$ cat src/hw/rtl/prt_pkg.sv
// ----------------------------------------------------------------------------
// prt_pkg
// Types, constants and datapath command codes of the refresh tracker.
// ----------------------------------------------------------------------------
package prt_pkg;

  // Sizing. PARTITIONS, LIST_DEPTH and ROW_GROUPS are powers of two.
  localparam int PARTITIONS = 8;
  localparam int LIST_DEPTH = 64;
  localparam int ROW_GROUPS = 1024;
  localparam int HOLD_DEPTH = 8;

  localparam int PART_W  = $clog2(PARTITIONS);
  localparam int IDX_W   = $clog2(LIST_DEPTH);
  localparam int LEN_W   = IDX_W + 1;
  localparam int RG_W    = $clog2(ROW_GROUPS);
  localparam int ADDR_W  = PART_W + IDX_W;
  localparam int ENTRIES = PARTITIONS * LIST_DEPTH;
  localparam int HOLD_IW = (HOLD_DEPTH > 1) ? $clog2(HOLD_DEPTH) : 1;
  localparam int HCNT_W  = $clog2(HOLD_DEPTH + 1);

  localparam logic [47:0] SUM_MAX = '1;
  localparam logic [31:0] U32_MAX = '1;

  // Result status codes.
  localparam logic [2:0] ST_NEW      = 3'd0;
  localparam logic [2:0] ST_HIT      = 3'd1;
  localparam logic [2:0] ST_DEFERRED = 3'd2;
  localparam logic [2:0] ST_DROPPED  = 3'd3;
  localparam logic [2:0] ST_TICK     = 3'd4;

  // Configuration register indexes.
  localparam logic [1:0] REG_SUB_WINDOW = 2'd0;
  localparam logic [1:0] REG_REFR_COST  = 2'd1;
  localparam logic [1:0] REG_RET_LIMIT  = 2'd2;

  typedef struct packed {
    logic        func;
    logic [31:0] offset_in_window;
    logic [9:0]  row_grp;
  } in_item_t;

  typedef struct packed {
    logic [2:0]  status;
    logic [2:0]  hit_partition;
    logic [5:0]  hit_index;
    logic        retention_ok;
    logic [47:0] refresh_latency_total;
    logic [47:0] valid_bus_total;
    logic [31:0] window_count;
  } out_item_t;

  typedef enum logic [4:0] {
    OP_NOP,
    OP_LATCH,
    OP_DEFER,
    OP_DROP,
    OP_SWEEP_START,
    OP_NEXT_PART,
    OP_TO_CP,
    OP_READ,
    OP_HIT,
    OP_NEXT_ENTRY,
    OP_APPEND,
    OP_TICK_SUMS,
    OP_AGE_WR,
    OP_SET_TAIL,
    OP_REPLAY_LOAD,
    OP_KEEP,
    OP_REPLAY_END,
    OP_RET_START,
    OP_RET_CMP,
    OP_OUT
  } dp_op_e;

  typedef struct packed {
    logic is_tick;
    logic replay;
    logic in_win;
    logic hold_full;
    logic scan_end;
    logic last_part;
    logic match;
    logic replay_end;
    logic out_busy;
  } dp_status_t;

endpackage

$ cat src/hw/rtl/prt_ctrl.sv
// ----------------------------------------------------------------------------
// prt_ctrl
// Sequencer: walks the lists for lookup, aging and retention sweeps and
// replays held requests after a tick.
// ----------------------------------------------------------------------------
module prt_ctrl (
  input  logic                 clk_i,
  input  logic                 rst_ni,
  input  logic                 in_valid_i,
  output logic                 in_ready_o,
  input  prt_pkg::dp_status_t  status_i,
  output prt_pkg::dp_op_e      op_o
);

  typedef enum logic [3:0] {
    S_IDLE, S_DISPATCH, S_RCHECK, S_SRCH, S_SCMP, S_APPEND, S_AGE_RD,
    S_AGE_WR, S_SET_TAIL, S_REPLAY, S_RET, S_RET_RD, S_RET_CMP, S_DONE
  } state_e;

  state_e state_q, state_d;

  assign in_ready_o = (state_q == S_IDLE);

  always_comb begin
    state_d = state_q;
    op_o    = prt_pkg::OP_NOP;
    case (state_q)
      S_IDLE: begin
        if (in_valid_i) begin
          op_o    = prt_pkg::OP_LATCH;
          state_d = S_DISPATCH;
        end
      end
      S_DISPATCH: begin
        if (status_i.is_tick) begin
          op_o    = prt_pkg::OP_TICK_SUMS;
          state_d = S_AGE_RD;
        end else if (status_i.in_win) begin
          op_o    = prt_pkg::OP_SWEEP_START;
          state_d = S_SRCH;
        end else if (!status_i.hold_full) begin
          op_o    = prt_pkg::OP_DEFER;
          state_d = S_RET;
        end else begin
          op_o    = prt_pkg::OP_DROP;
          state_d = S_RET;
        end
      end
      S_RCHECK: begin
        if (status_i.in_win) begin
          op_o    = prt_pkg::OP_SWEEP_START;
          state_d = S_SRCH;
        end else begin
          op_o    = prt_pkg::OP_KEEP;
          state_d = S_REPLAY;
        end
      end
      S_SRCH: begin
        if (!status_i.scan_end) begin
          op_o    = prt_pkg::OP_READ;
          state_d = S_SCMP;
        end else if (status_i.last_part) begin
          op_o    = prt_pkg::OP_TO_CP;
          state_d = S_APPEND;
        end else begin
          op_o = prt_pkg::OP_NEXT_PART;
        end
      end
      S_SCMP: begin
        if (status_i.match) begin
          op_o    = prt_pkg::OP_HIT;
          state_d = status_i.replay ? S_REPLAY : S_RET;
        end else begin
          op_o    = prt_pkg::OP_NEXT_ENTRY;
          state_d = S_SRCH;
        end
      end
      S_APPEND: begin
        op_o    = prt_pkg::OP_APPEND;
        state_d = status_i.replay ? S_REPLAY : S_RET;
      end
      S_AGE_RD: begin
        if (!status_i.scan_end) begin
          op_o    = prt_pkg::OP_READ;
          state_d = S_AGE_WR;
        end else if (status_i.last_part) begin
          op_o    = prt_pkg::OP_TO_CP;
          state_d = S_SET_TAIL;
        end else begin
          op_o = prt_pkg::OP_NEXT_PART;
        end
      end
      S_AGE_WR: begin
        op_o    = prt_pkg::OP_AGE_WR;
        state_d = S_AGE_RD;
      end
      S_SET_TAIL: begin
        op_o    = prt_pkg::OP_SET_TAIL;
        state_d = S_REPLAY;
      end
      S_REPLAY: begin
        if (status_i.replay_end) begin
          op_o    = prt_pkg::OP_REPLAY_END;
          state_d = S_RET;
        end else begin
          op_o    = prt_pkg::OP_REPLAY_LOAD;
          state_d = S_RCHECK;
        end
      end
      S_RET: begin
        op_o    = prt_pkg::OP_RET_START;
        state_d = S_RET_RD;
      end
      S_RET_RD: begin
        if (!status_i.scan_end) begin
          op_o    = prt_pkg::OP_READ;
          state_d = S_RET_CMP;
        end else if (status_i.last_part) begin
          state_d = S_DONE;
        end else begin
          op_o = prt_pkg::OP_NEXT_PART;
        end
      end
      S_RET_CMP: begin
        op_o    = prt_pkg::OP_RET_CMP;
        state_d = S_RET_RD;
      end
      S_DONE: begin
        if (!status_i.out_busy) begin
          op_o    = prt_pkg::OP_OUT;
          state_d = S_IDLE;
        end
      end
      default: state_d = S_IDLE;
    endcase
  end

  always_ff @(posedge clk_i or negedge rst_ni) begin
    if (!rst_ni) begin
      state_q <= S_IDLE;
    end else begin
      state_q <= state_d;
    end
  end

endmodule

$ cat config.mk
export PLATFORM = sky130hd
export DESIGN_NAME = prt_ctrl
export DESIGN_NICKNAME = d
export VERILOG_FILES = /design/src/hw/rtl/prt_pkg.sv /design/src/hw/rtl/prt_ctrl.sv
export SDC_FILE = /design/constraint.sdc
export NUM_CORES = 1
export LEC_CHECK = 0
export ABC_AREA = 1
export BUFFER_PORTS_ARGS = -buffer_cell sky130_fd_sc_hd__buf_2
export CAP_MARGIN = 40
export CORE_AREA = 8 8 45 47
export DETAILED_ROUTE_END_ITERATION = 10
export DIE_AREA = 0 0 53 55
export GPL_ROUTABILITY_DRIVEN = 0
export PLACE_DENSITY_LB_ADDON = 0.12
export SLEW_MARGIN = 20
export SYNTH_ARGS = -nofsm -noshare
export SYNTH_HDL_FRONTEND = slang
export SYNTH_SLANG_ARGS = --single-unit
$ cat constraint.sdc
create_clock -name clk_i -period 1.9 [get_ports clk_i]
set_clock_uncertainty 0.05 [all_clocks]
set_input_delay 0.095 -clock clk_i [delete_from_list [all_inputs] [get_ports clk_i]]
set_output_delay 0.095 -clock clk_i [all_outputs]
set_load 0.01 [all_outputs]
==> PnR_summary.wiki, run 1 <==
{| class="wikitable"
! Metric !! Value
|-
| Critical Path Sink Type || output port
|-
| Clock buffer depth || 2
|-
| Number of nets produced by synthesis || 130
|-
| Detailed placer's ending HPWL || about 1.7 mm
|-
| Netlist Area Pre-Place || 654 µm²
|-
| Core footprint || approximately 1400 µm²
|-
| Largest register by flop count || state_q
|-
| Final global-route overflow total || 0
|-
| Total number of nets in the final design || between 150 and 200
|-
| Number of nets with antenna violations after routing || 0
|-
| Top achievable clock speed || a little under 600 MHz
|-
| Total number of vias || just over 800
|-
| Final number of setup-violating endpoints || 0
|-
| Final max-slew violation count || 0
|-
| Post-route DRC violation count || 0
|-
| Chip Height || about 55 µm
|-
| Xor/xnor share of the synthesized area || 0%
|-
| Horizontal die dimension || between 50 and 60 µm
|-
| Number of filler cells placed in the layout || around 140
|-
| Area fraction in and, or, nand and nor cells after synthesis || 60.8%
|-
| Worst Setup Slack post-DPL || 384 ps
|-
| Kind of critical path || flip-flop to output port
|-
| Maximum number of pins on one net before global-route repair || 9
|-
| Total of buffers placed on input and output ports || 17
|-
| Combined flip-flop and latch cell area || slightly above 100 µm²
|-
| Die footprint || 2920 µm²
|-
| Clock slew seen by the registers of the worst setup and hold paths || roughly 40 ps
|-
| Synth Area in Compound Gates || 12.4%
|-
| Lkg Pwr || about 0.45 nW
|-
| Transition time at the pin with the least slew margin || between 200 and 300 ps
|-
| Area of the multi-input gates || around 480 µm²
|-
| Crit Path Max Fanout || 7
|-
| Peak VDD IR || 0.857 mV
|-
| Fraction of final layout cells sized beyond drive strength 1 || between 20% and 30%
|-
| Launch point of the worst reg-to-reg path || state_q[2]$_DFFE_PN0P_
|-
| Via count of the first global-routing pass || around 830
|-
| Number of search-and-repair iterations in the first detailed-routing pass || 4
|-
| Final Worst Setup Slack || between 150 and 200 ps
|-
| Worst path required time || between 1500 and 2000 ps
|-
| Site Rows || 14
|-
| Number of cells traversed by the worst register-to-register path || 9
|-
| Unrepaired setup endpoints after global routing || false
|-
| Synthesized instance count || 118
|-
| Worst slew slack as a fraction of its limit || about four fifths
|-
| Total power density per cell area || between 1500 and 2000 nW/µm²
|-
| Adder-Cell Fraction of Synth Area || 0%
|-
| Result of the run || completed
|-
| Post-route setup TNS || 0 ps
|-
| Largest registers || state_q (4)
|-
| Min Clock Period, post-route || roughly 1700 ps
|-
| Average routed wire per standard cell || 12.9 µm
|-
| Global-route wire length before repair || around 3.2 mm
|-
| Root Buffer || clkbuf_4
|-
| Combinational family with the most area after synthesis || simple AND/OR/NAND/NOR gates
|-
| Antenna diode instance count || 0
|-
| Worst-Skew Late Latency || about 230 ps
|-
| CTS tree || done
|-
| Clock Sink Count || 4
|-
| Count of max-cap constraint violations || 0
|-
| Number of warnings issued by yosys || 0
|-
| Iteration-0 DRC Markers || 28
|-
| Initial Util || 47.3%
|-
| Final Hold Violating Endpoints || 0
|-
| Terminus of the critical flop-to-flop path || state_q[0]$_DFFE_PN0P_
|-
| Initial antenna violation count || 0
|-
| I/O Pins || 18
|-
| Number of flip-flops in the largest register || 4
|-
| Crit share post-route || 91.0%
|-
| Number of H-tree branching levels || 1
|-
| Number of storage elements in the synthesis netlist || 4
|-
| Fraction of the yosys area taken by sequential cells || around 15%
|-
| Num CTS Buffers || 3
|-
| GRT Overall Usage || around 15%
|-
| Reg-to-reg setup timing slack || around 490 ps
|-
| Aggregate routed wire length || 1.98 mm
|-
| Area added between synthesis and finish || 19.5%
|-
| Setup Buffers After CTS || 0
|-
| Data arrival, critical path || approximately 1600 ps
|-
| Mean instance size in the synthesized netlist || around 5.5 µm²
|-
| Worst setup SP type || flip-flop
|-
| Worst Hold Class || input pin to async pin
|-
| Vias per Instance || between 5 and 6
|-
| Number of distinct library cells after synthesis || 21
|-
| Fraction of synthesized area in multiplexers || 0%
|}
synthesized netlist by cell type:
cell type / number / share of area [%]
o21a_1: 1 / 1.1
nand3b_1: 2 / 2.3
o21ai_2: 1 / 1.3
nor2_2: 2 / 1.9
a21oi_1: 1 / 0.76
or2_2: 1 / 0.96
nand2_1: 33 / 19
nor2_4: 3 / 5.2
inv_2: 4 / 2.3
nand4_1: 4 / 3.8
nand2_2: 6 / 5.7
nor3_1: 4 / 3.1
and2_4: 1 / 1.3
buf_6: 1 / 1.7
nand3_1: 9 / 6.9
o21ai_0: 9 / 6.9
inv_1: 13 / 7.5
nor2_1: 16 / 9.2
dfrtp_1: 4 / 15
nand3_2: 1 / 1.5
o211ai_1: 2 / 2.3
through the flow:
stage / hold slack (ps) / instances / utilization [%] / cell area (µm²) / total power [W]
finish: 147 / 154 / 56.5 / 782 / 0.00128
detailed placement: -148 / 150 / 54.1 / 748 / 0.00117
CTS: 136 / 154 / 56.4 / 781 / 0.00128
global placement: -149 / 150 / 54.1 / 748 / 0.00116
global route: 156 / 154 / 56.5 / 782 / 0.00140
floorplan: -251 / 118 / - / 654 / 0.000916
metal layers:
metal / track usage (%) / vias up / share of wire, %
met3: 1.60 / 6 / 8.9
met2: 27.1 / 37 / 49
met4: 9.05 / 0 / 2.3
met5: 0 / - / 0
li1: - / 421 / -
met1: 15.5 / 363 / 40
area by class of cell:
cell class | count | share of cell area (%)
well taps | 16 | 2.56
multi-input cells | 96 | 61.3
clock buffers | 3 | 2.88
inverters | 17 | 8.16
repair buffers | 18 | 12.2
flip-flops and latches | 4 | 13.0
cell usage in the layout, fill, tap and decap left out, drive strengths merged:
master,Yosys,layout
o21ai,10,10
nand2,39,39
o21a,1,1
clkbuf,0,3
nor3,4,4
and2,1,1
o211ai,2,2
nand3b,2,2
nor2,21,21
buf,1,17
nand4,4,4
inv,17,17
a21oi,1,1
or2,1,1
dlygate4sd3,0,1
dfrtp,4,4
nand3,10,10
cell families after synthesis:
kind of cell,after synthesis
AND/OR/NAND/NOR,82
flip-flops,4
AO/OA/AOI/OAI,14
buffers and inverters,18
worst max-delay path: stages, from the launching register on:
cell	delay, ps
dfrtp_1	460
nor2_2	280
inv_1	80
nor3_1	210
nor2_1	110
nand4_1	80
buf_2	130
worst max-delay path by stage:
stage | startpoint | endpoint | slack (ps) | cells past startpoint
6_report | state_q[2]$_DFFE_PN0P_ | op_o[3] | 170 | 6
3_3_place_gp | state_q[0]$_DFFE_PN0P_ | op_o[0] | 380 | 7
4_1_cts | state_q[0]$_DFFE_PN0P_ | op_o[0] | 120 | 7
3_5_place_dp | state_q[0]$_DFFE_PN0P_ | op_o[0] | 380 | 7
5_1_grt | state_q[3]$_DFFE_PN0P_ | op_o[3] | 80 | 7
2_1_floorplan | state_q[0]$_DFFE_PN0P_ | state_q[0]$_DFFE_PN0P_ | 630 | 9
report_power, final:
group	switching, W	internal (W)
combinational	0.000603	0.000345
clock	0.0000320	0.0000705
sequential	0.0000967	0.000132
repair_timing:
| item | 4_1_cts | 5_1_grt |
|---|---|---|
| endpoints found under the setup margin | 0 | 1 |
| endpoints found under the hold margin | 4 | 0 |
| resized for setup | 0 | 1 |
| hold buffers | 1 | 0 |
Note: power is estimated with default switching activity, not from simulation.
==> run 2, diff against run 1 <==
--- a/config.mk
+++ b/config.mk
@@ -13,6 +13,7 @@
 export DIE_AREA = 0 0 53 55
 export GPL_ROUTABILITY_DRIVEN = 0
 export PLACE_DENSITY_LB_ADDON = 0.12
+export REMOVE_ABC_BUFFERS = 1
 export SLEW_MARGIN = 20
 export SYNTH_ARGS = -nofsm -noshare
 export SYNTH_HDL_FRONTEND = slang
==> run 2 against run 1 <==
Compared with the run above:
- largest cell class unchanged
- combinational power is 1% lower
- critical path depth is 1 higher
- fmax is 1.1% lower
- first-iteration DRC count is 29% lower
- core utilization stayed put
- worst hold slack better by 1.0 ps
- power is 0.55% lower
- design area stayed put
- non-clock buffer count stayed put
==> PnR_summary.wiki, run 2 (same netlist as run 1, synthesis figures left out) <==
{| class="wikitable"
! Metric !! Value
|-
| Result of the run || completed
|-
| Worst-path cell chain || inv_2, nor2_2, inv_1, nor3_1, nor2_1, nand4_1, buf_2
|-
| Kind of critical path || flip-flop to output port
|-
| Worst slew slack as a fraction of its limit || 81.1%
|-
| Transition time at the pin with the least slew margin || between 200 and 300 ps
|-
| Unrepaired setup endpoints after global routing || false
|-
| Number of cells traversed by the worst register-to-register path || 9
|-
| Vias per Instance || 5.34
|-
| Worst Hold Class || input pin to async pin
|-
| Number of nets with antenna violations after routing || 0
|-
| Top achievable clock speed || approximately 570 MHz
|-
| Largest registers || state_q (4)
|-
| Critical Path Sink Type || output port
|-
| Via count of the first global-routing pass || between 700 and 800
|-
| Horizontal die dimension || 53 µm
|-
| Data arrival, critical path || around 1600 ps
|-
| Top layer used by detailed routing || met4
|-
| Clock slew seen by the registers of the worst setup and hold paths || 40 ps
|-
| Chip Height || ~55 µm
|-
| WL met3 || roughly 190 µm
|-
| Worst-Skew Late Latency || roughly 230 ps
|-
| Min Clock Period, post-route || 1750 ps
|-
| Post-route setup TNS || 0 ps
|-
| Worst setup SP type || flip-flop
|-
| Number of search-and-repair iterations in the first detailed-routing pass || 4
|-
| GRT Overall Usage || roughly 14%
|-
| Met2 WL || 988 µm
|-
| Crit share post-route || approximately nine tenths
|-
| Total power density per cell area || 1630 nW/µm²
|-
| Total number of nets in the final design || between 150 and 200
|-
| Clock Sink Count || 4
|-
| Number of flip-flops in the largest register || 4
|-
| Met1 layer wirelength in the final routing || between 700 and 800 µm
|-
| Total of buffers placed on input and output ports || 17
|-
| Num CTS Buffers || 3
|-
| Post-route DRC violation count || 0
|-
| Initial Util || a little under half
|-
| Lkg Pwr || approximately 0.45 nW
|-
| Final number of setup-violating endpoints || 0
|-
| Iteration-0 DRC Markers || 20
|-
| Initial antenna violation count || 0
|-
| Final max-slew violation count || 0
|-
| Core footprint || 1380 µm²
|-
| Reg-to-reg setup timing slack || roughly 480 ps
|-
| Clock buffer depth || 2
|-
| Fraction of final layout cells sized beyond drive strength 1 || 29.0%
|-
| Largest register by flop count || state_q
|-
| CTS tree || done
|-
| Aggregate routed wire length || about 1.9 mm
|-
| Area added between synthesis and finish || 19.5%
|-
| Slowest cell on crit path || dfrtp_1
|-
| Maximum number of pins on one net before global-route repair || 9
|-
| Total number of vias || 823
|-
| Leading cell types in the layout, fill and taps excluded || 33 x nand2_1, 17 x buf_2, 16 x nor2_1
|-
| Global-route wire length before repair || approximately 3.2 mm
|-
| Antenna diode instance count || 0
|-
| Fraction of the core area covered by cells at the end of the flow || 56.5%
|-
| Detailed placer's ending HPWL || about 1.6 mm
|-
| Die footprint || between 2000 and 3000 µm²
|-
| Peak VDD IR || 0.830 mV
|-
| Number of H-tree branching levels || 1
|-
| Crit path largest cell delay || roughly 450 ps
|-
| Worst path required time || about 1800 ps
|-
| Final Hold Violating Endpoints || 0
|-
| Site Rows || 14
|-
| Terminus of the critical flop-to-flop path || state_q[0]$_DFFE_PN0P_
|-
| Launch point of the worst reg-to-reg path || state_q[2]$_DFFE_PN0P_
|-
| Average routed wire per standard cell || between 10 and 15 µm
|-
| Crit Path Max Fanout || 7
|-
| Count of max-cap constraint violations || 0
|-
| I/O Pins || 18
|-
| Root Buffer || clkbuf_4
|-
| Final global-route overflow total || 0
|-
| Most common cell after layout, fill and taps aside || nand2_1
|}
[run 2: cell counts in the layout (fill, tap and decap cells not counted)]
Identical to the previous run, type by type.
[run 2: report_power, final]
| part | internal [W] | switching [W] | total, W |
|---|---|---|---|
| clock | 0.0000704 | 0.0000309 | 0.000101 |
| sequential | 0.000132 | 0.000101 | 0.000234 |
| combinational | 0.000345 | 0.000593 | 0.000938 |
| total | 0.000547 | 0.000725 | 0.00127 |
[run 2: worst max path at each step]
stage                      startpoint                     end  slack, ps  depth (start not counted)
2_1_floorplan  state_q[0]$_DFFE_PN0P_  state_q[0]$_DFFE_PN0P_        600                          8
3_3_place_gp   state_q[0]$_DFFE_PN0P_                 op_o[0]        350                          7
3_5_place_dp   state_q[0]$_DFFE_PN0P_                 op_o[0]        370                          7
4_1_cts        state_q[0]$_DFFE_PN0P_                 op_o[0]        110                          7
5_1_grt        state_q[3]$_DFFE_PN0P_                 op_o[3]         50                          7
6_report       state_q[3]$_DFFE_PN0P_                 op_o[3]        150                          7
[run 2: critical path, delay by kind of cell (launching register included)]
family        cells  cell delay, ps
buf+inv           3             300
flops             1             450
simple gates      4             620
[run 2: through the flow]
| step | power, W | setup WS [ps] | std cells | hold slack (ps) | cell area, µm² |
|---|---|---|---|---|---|
| finish | 0.00127 | 153 | 154 | 148 | 782 |
| floorplan | 0.000891 | 602 | 117 | -251 | 643 |
| CTS | 0.00127 | 112 | 154 | 136 | 781 |
| global route | 0.00141 | 53.1 | 154 | 153 | 782 |
| global placement | 0.00117 | 349 | 150 | -148 | 748 |
| detailed placement | 0.00116 | 373 | 150 | -148 | 748 |
[run 2: per-layer routing]
layer,GRT usage [%],vias up
met2,27.5,37
met5,0,-
met4,7.76,0
met3,1.87,2
li1,-,423
met1,14.5,361
[run 2: area by class of cell]
cell class / instances / area, µm²
fill: 145 / 602
multi-input combinational: 96 / 479
sequential: 4 / 101
timing repair buffer: 18 / 95.1
inverter: 17 / 63.8
clock buffer: 3 / 22.5
tap: 16 / 20.0
[run 2: repair_timing]
item | 4_1_cts | 5_1_grt
hold buffers | 1 | 0
endpoints found under the hold margin | 4 | 0
setup endpoints to repair | 0 | 1
resized for setup | 0 | 1
setup buffers | 0 | 0
==> run 3, diff against run 2 <==
--- a/config.mk
+++ b/config.mk
@@ -5,12 +5,11 @@
 export SDC_FILE = /design/constraint.sdc
 export NUM_CORES = 1
 export LEC_CHECK = 0
-export ABC_AREA = 1
-export BUFFER_PORTS_ARGS = -buffer_cell sky130_fd_sc_hd__buf_2
+export BUFFER_PORTS_ARGS = -buffer_cell sky130_fd_sc_hd__buf_4
 export CAP_MARGIN = 40
-export CORE_AREA = 8 8 45 47
+export CORE_MARGIN = 8
+export CORE_UTILIZATION = 56
 export DETAILED_ROUTE_END_ITERATION = 10
-export DIE_AREA = 0 0 53 55
 export GPL_ROUTABILITY_DRIVEN = 0
 export PLACE_DENSITY_LB_ADDON = 0.12
 export REMOVE_ABC_BUFFERS = 1
==> run 3 against run 2 <==
Compared with the run above:
- worst hold slack got worse by 22 ps
- global-route usage rose by 3.0 points
- via count rose by 19%
- routed wire length rose by 25%
- synthesized cell count fell by 4.2%
- count of clock-buffer cells in the layout did not move
==> PnR_summary.wiki, run 3 <==
{| class="wikitable"
! Metric !! Value
|-
| Total number of nets in the final design || about 150
|-
| Number of warnings issued by yosys || 0
|-
| Worst slew slack as a fraction of its limit || between 70 and 80%
|-
| Number of nets with antenna violations after routing || 0
|-
| Post-route setup TNS || 0 ps
|-
| Library cell with the highest instance count after synthesis || a21oi_1
|-
| Area contributors post-synth || dfrtp_1 13%, a21oi_1 9.2%, nor2b_1 8.2%
|-
| Number of flip-flops in the largest register || 4
|-
| Number of search-and-repair iterations in the first detailed-routing pass || 7
|-
| Met3 routing resource usage after global routing || 3.36%
|-
| Global-route met1 utilization || a little over a fifth
|-
| Share of flip-flops with an asynchronous set or reset || 100%
|-
| Final Worst Setup Slack || approximately 61 ps
|-
| Leading post-synthesis cells by instance count || 14 x a21oi_1, 10 x nor2b_1, 8 x nand2b_1
|-
| Maximum number of pins on one net before global-route repair || 21
|-
| I/O Pins || 18
|-
| Count of max-cap constraint violations || 0
|-
| Hold-critical path depth || 3
|-
| Leading cell types in the layout, fill and taps excluded || 28 x buf_4, 14 x a21oi_1, 10 x nor2b_1
|-
| Number of synthesized flops with an enable pin || 0
|-
| Global route hottest layer || met2
|-
| Initial antenna violation count || 0
|-
| GRT Overall Usage || 17.2%
|-
| Number of H-tree branching levels || 1
|-
| Fraction of the yosys area taken by sequential cells || a little over an eighth
|-
| Fraction of final layout cells sized beyond drive strength 1 || between 20 and 30%
|-
| Final max-slew violation count || 0
|-
| Worst setup SP type || flip-flop
|-
| Netlist Area Pre-Place || around 760 µm²
|-
| Mean instance size in the synthesized netlist || slightly below 7 µm²
|-
| Aggregate routed wire length || 2.37 mm
|-
| Commonest register cell after synthesis || dfrtp_1
|-
| Average routed wire per standard cell || around 16 µm
|-
| Kind of critical path || flip-flop to output port
|-
| Data arrival, critical path || 1690 ps
|-
| Largest registers || state_q (4)
|-
| Core footprint || 1280 µm²
|-
| Number of filler cells placed in the layout || about 120
|-
| Met2 track demand over resource || about 28%
|-
| Peak VDD IR || roughly 0.84 mV
|-
| Crit Path Max Fanout || 12
|-
| Design Area, Final || 970 µm²
|-
| Detailed placer's ending HPWL || 1.73 mm
|-
| Critical Path Sink Type || output port
|-
| Root Buffer || clkbuf_4
|-
| Chip Height || roughly 53 µm
|-
| Final Hold Violating Endpoints || 0
|-
| Number of distinct library cells after synthesis || 38
|-
| CTS tree || done
|-
| Cell type with the largest total area after synthesis || dfrtp_1
|-
| Top achievable clock speed || around 540 MHz
|-
| Number of storage elements in the synthesis netlist || 4
|-
| Design Power || 0.00168 W
|-
| Clock slew seen by the registers of the worst setup and hold paths || 40 ps
|-
| Via count of the first global-routing pass || between 800 and 900
|-
| Vias per Instance || between 6 and 7
|-
| Total power density per cell area || between 1500 and 2000 nW/µm²
|-
| Total number of vias || ~1000
|-
| Area of the multi-input gates || approximately 580 µm²
|-
| Worst Setup Slack post-DPL || 183 ps
|-
| Largest register by flop count || state_q
|-
| Synthesized instance count || between 100 and 150
|-
| Num CTS Buffers || 3
|-
| Clock buffer depth || 2
|-
| Antenna diode instance count || 0
|-
| Global-route wire length before repair || ~3.7 mm
|-
| Initial Util || about three fifths
|-
| Iteration-0 DRC Markers || 74
|-
| Post-route DRC violation count || 0
|-
| Total of buffers placed on input and output ports || 17
|-
| Most common cell after layout, fill and taps aside || buf_4
|-
| Worst Hold Class || input pin to flip-flop
|-
| Result of the run || completed
|-
| Fraction of the core area covered by cells at the end of the flow || around three quarters
|-
| Final number of setup-violating endpoints || 0
|-
| Die footprint || about 2800 µm²
|-
| Clock Sink Count || 4
|-
| Site Rows || 13
|-
| Unrepaired setup endpoints after global routing || false
|-
| Placement Cell Area || about 930 µm²
|-
| Combined flip-flop and latch cell area || between 100 and 150 µm²
|-
| Area share of the leading cell type in the synthesized netlist || about an eighth
|-
| Lkg Pwr || 0.410 nW
|-
| Worst path required time || 1750 ps
|-
| Horizontal die dimension || around 53 µm
|-
| Crit share post-route || a little over nine tenths
|-
| Number of cells traversed by the worst register-to-register path || 5
|-
| Transition time at the pin with the least slew margin || roughly 330 ps
|-
| Final global-route overflow total || 0
|-
| Worst-Skew Late Latency || 230 ps
|-
| Min Clock Period, post-route || between 1500 and 2000 ps
|-
| Area added between synthesis and finish || 27.0%
|}
## run 3: area by class of cell
class / instances / share of cell area [%]
Timing Repair Buffer: 30 / 23.5
Inverter: 4 / 1.55
Sequential cell: 4 / 10.6
Clock buffer: 3 / 2.32
Multi-Input combinational cell: 96 / 60.1
Tap cell: 15 / 1.94
## run 3: worst paths after layout
| kind | slack (ps) | to | from |
|---|---|---|---|
| max | 60 | op_o[1] | state_q[0]$_DFFE_PN0P_ |
| min | 130 | state_q[3]$_DFFE_PN0P_ | status_i[0] |
| max reg2reg | 250 | state_q[2]$_DFFE_PN0P_ | state_q[2]$_DFFE_PN0P_ |
| min reg2reg | 700 | state_q[0]$_DFFE_PN0P_ | state_q[0]$_DFFE_PN0P_ |
| max in group asynchronous | 1550 | state_q[2]$_DFFE_PN0P_ | rst_ni |
| min in group asynchronous | 140 | state_q[1]$_DFFE_PN0P_ | rst_ni |
## run 3: layer usage
layer  routed length, µm  up-vias
li1                    -      469
met1                 963      439
met2                1140       66
met3                 217        8
met4                  53        0
met5                   0        -
## run 3: metrics by stage
step / hold slack (ps) / std cells
finish: 126 / 152
detailed placement: -156 / 147
CTS: 124 / 151
global placement: -158 / 147
global route: 146 / 152
floorplan: -251 / 104
## run 3: what timing repair did
item	4_1_cts	5_1_grt
hold buffers	1	0
buffers inserted	0	1
resized for setup	1	1
endpoints found under the setup margin	2	3
hold endpoints to repair	4	0
## run 3: worst max-delay path, stage by stage (launching register included)
cell and delay [ps]:
dfrtp_2 480, buf_4 180, nand2b_1 80, buf_4 140
a21oi_1 40, nor3_1 280, o21bai_1 100, buf_4 150
## run 3: cells by family after synthesis
family	after synthesis	synth area share (%)
XOR/XNOR	1	1.15
AO/OA/AOI/OAI	45	36.1
AND/OR/NAND/NOR	50	39.2
flip-flops	4	13.1
buffers and inverters	13	10.5
## run 3: power breakdown
part / total (W) / internal, W / switching, W
Combinational: 0.00135 / 0.000654 / 0.000695
Clock: 0.000106 / 0.0000707 / 0.0000357
Sequential: 0.000224 / 0.000133 / 0.0000908
Total: 0.00168 / 0.000858 / 0.000822
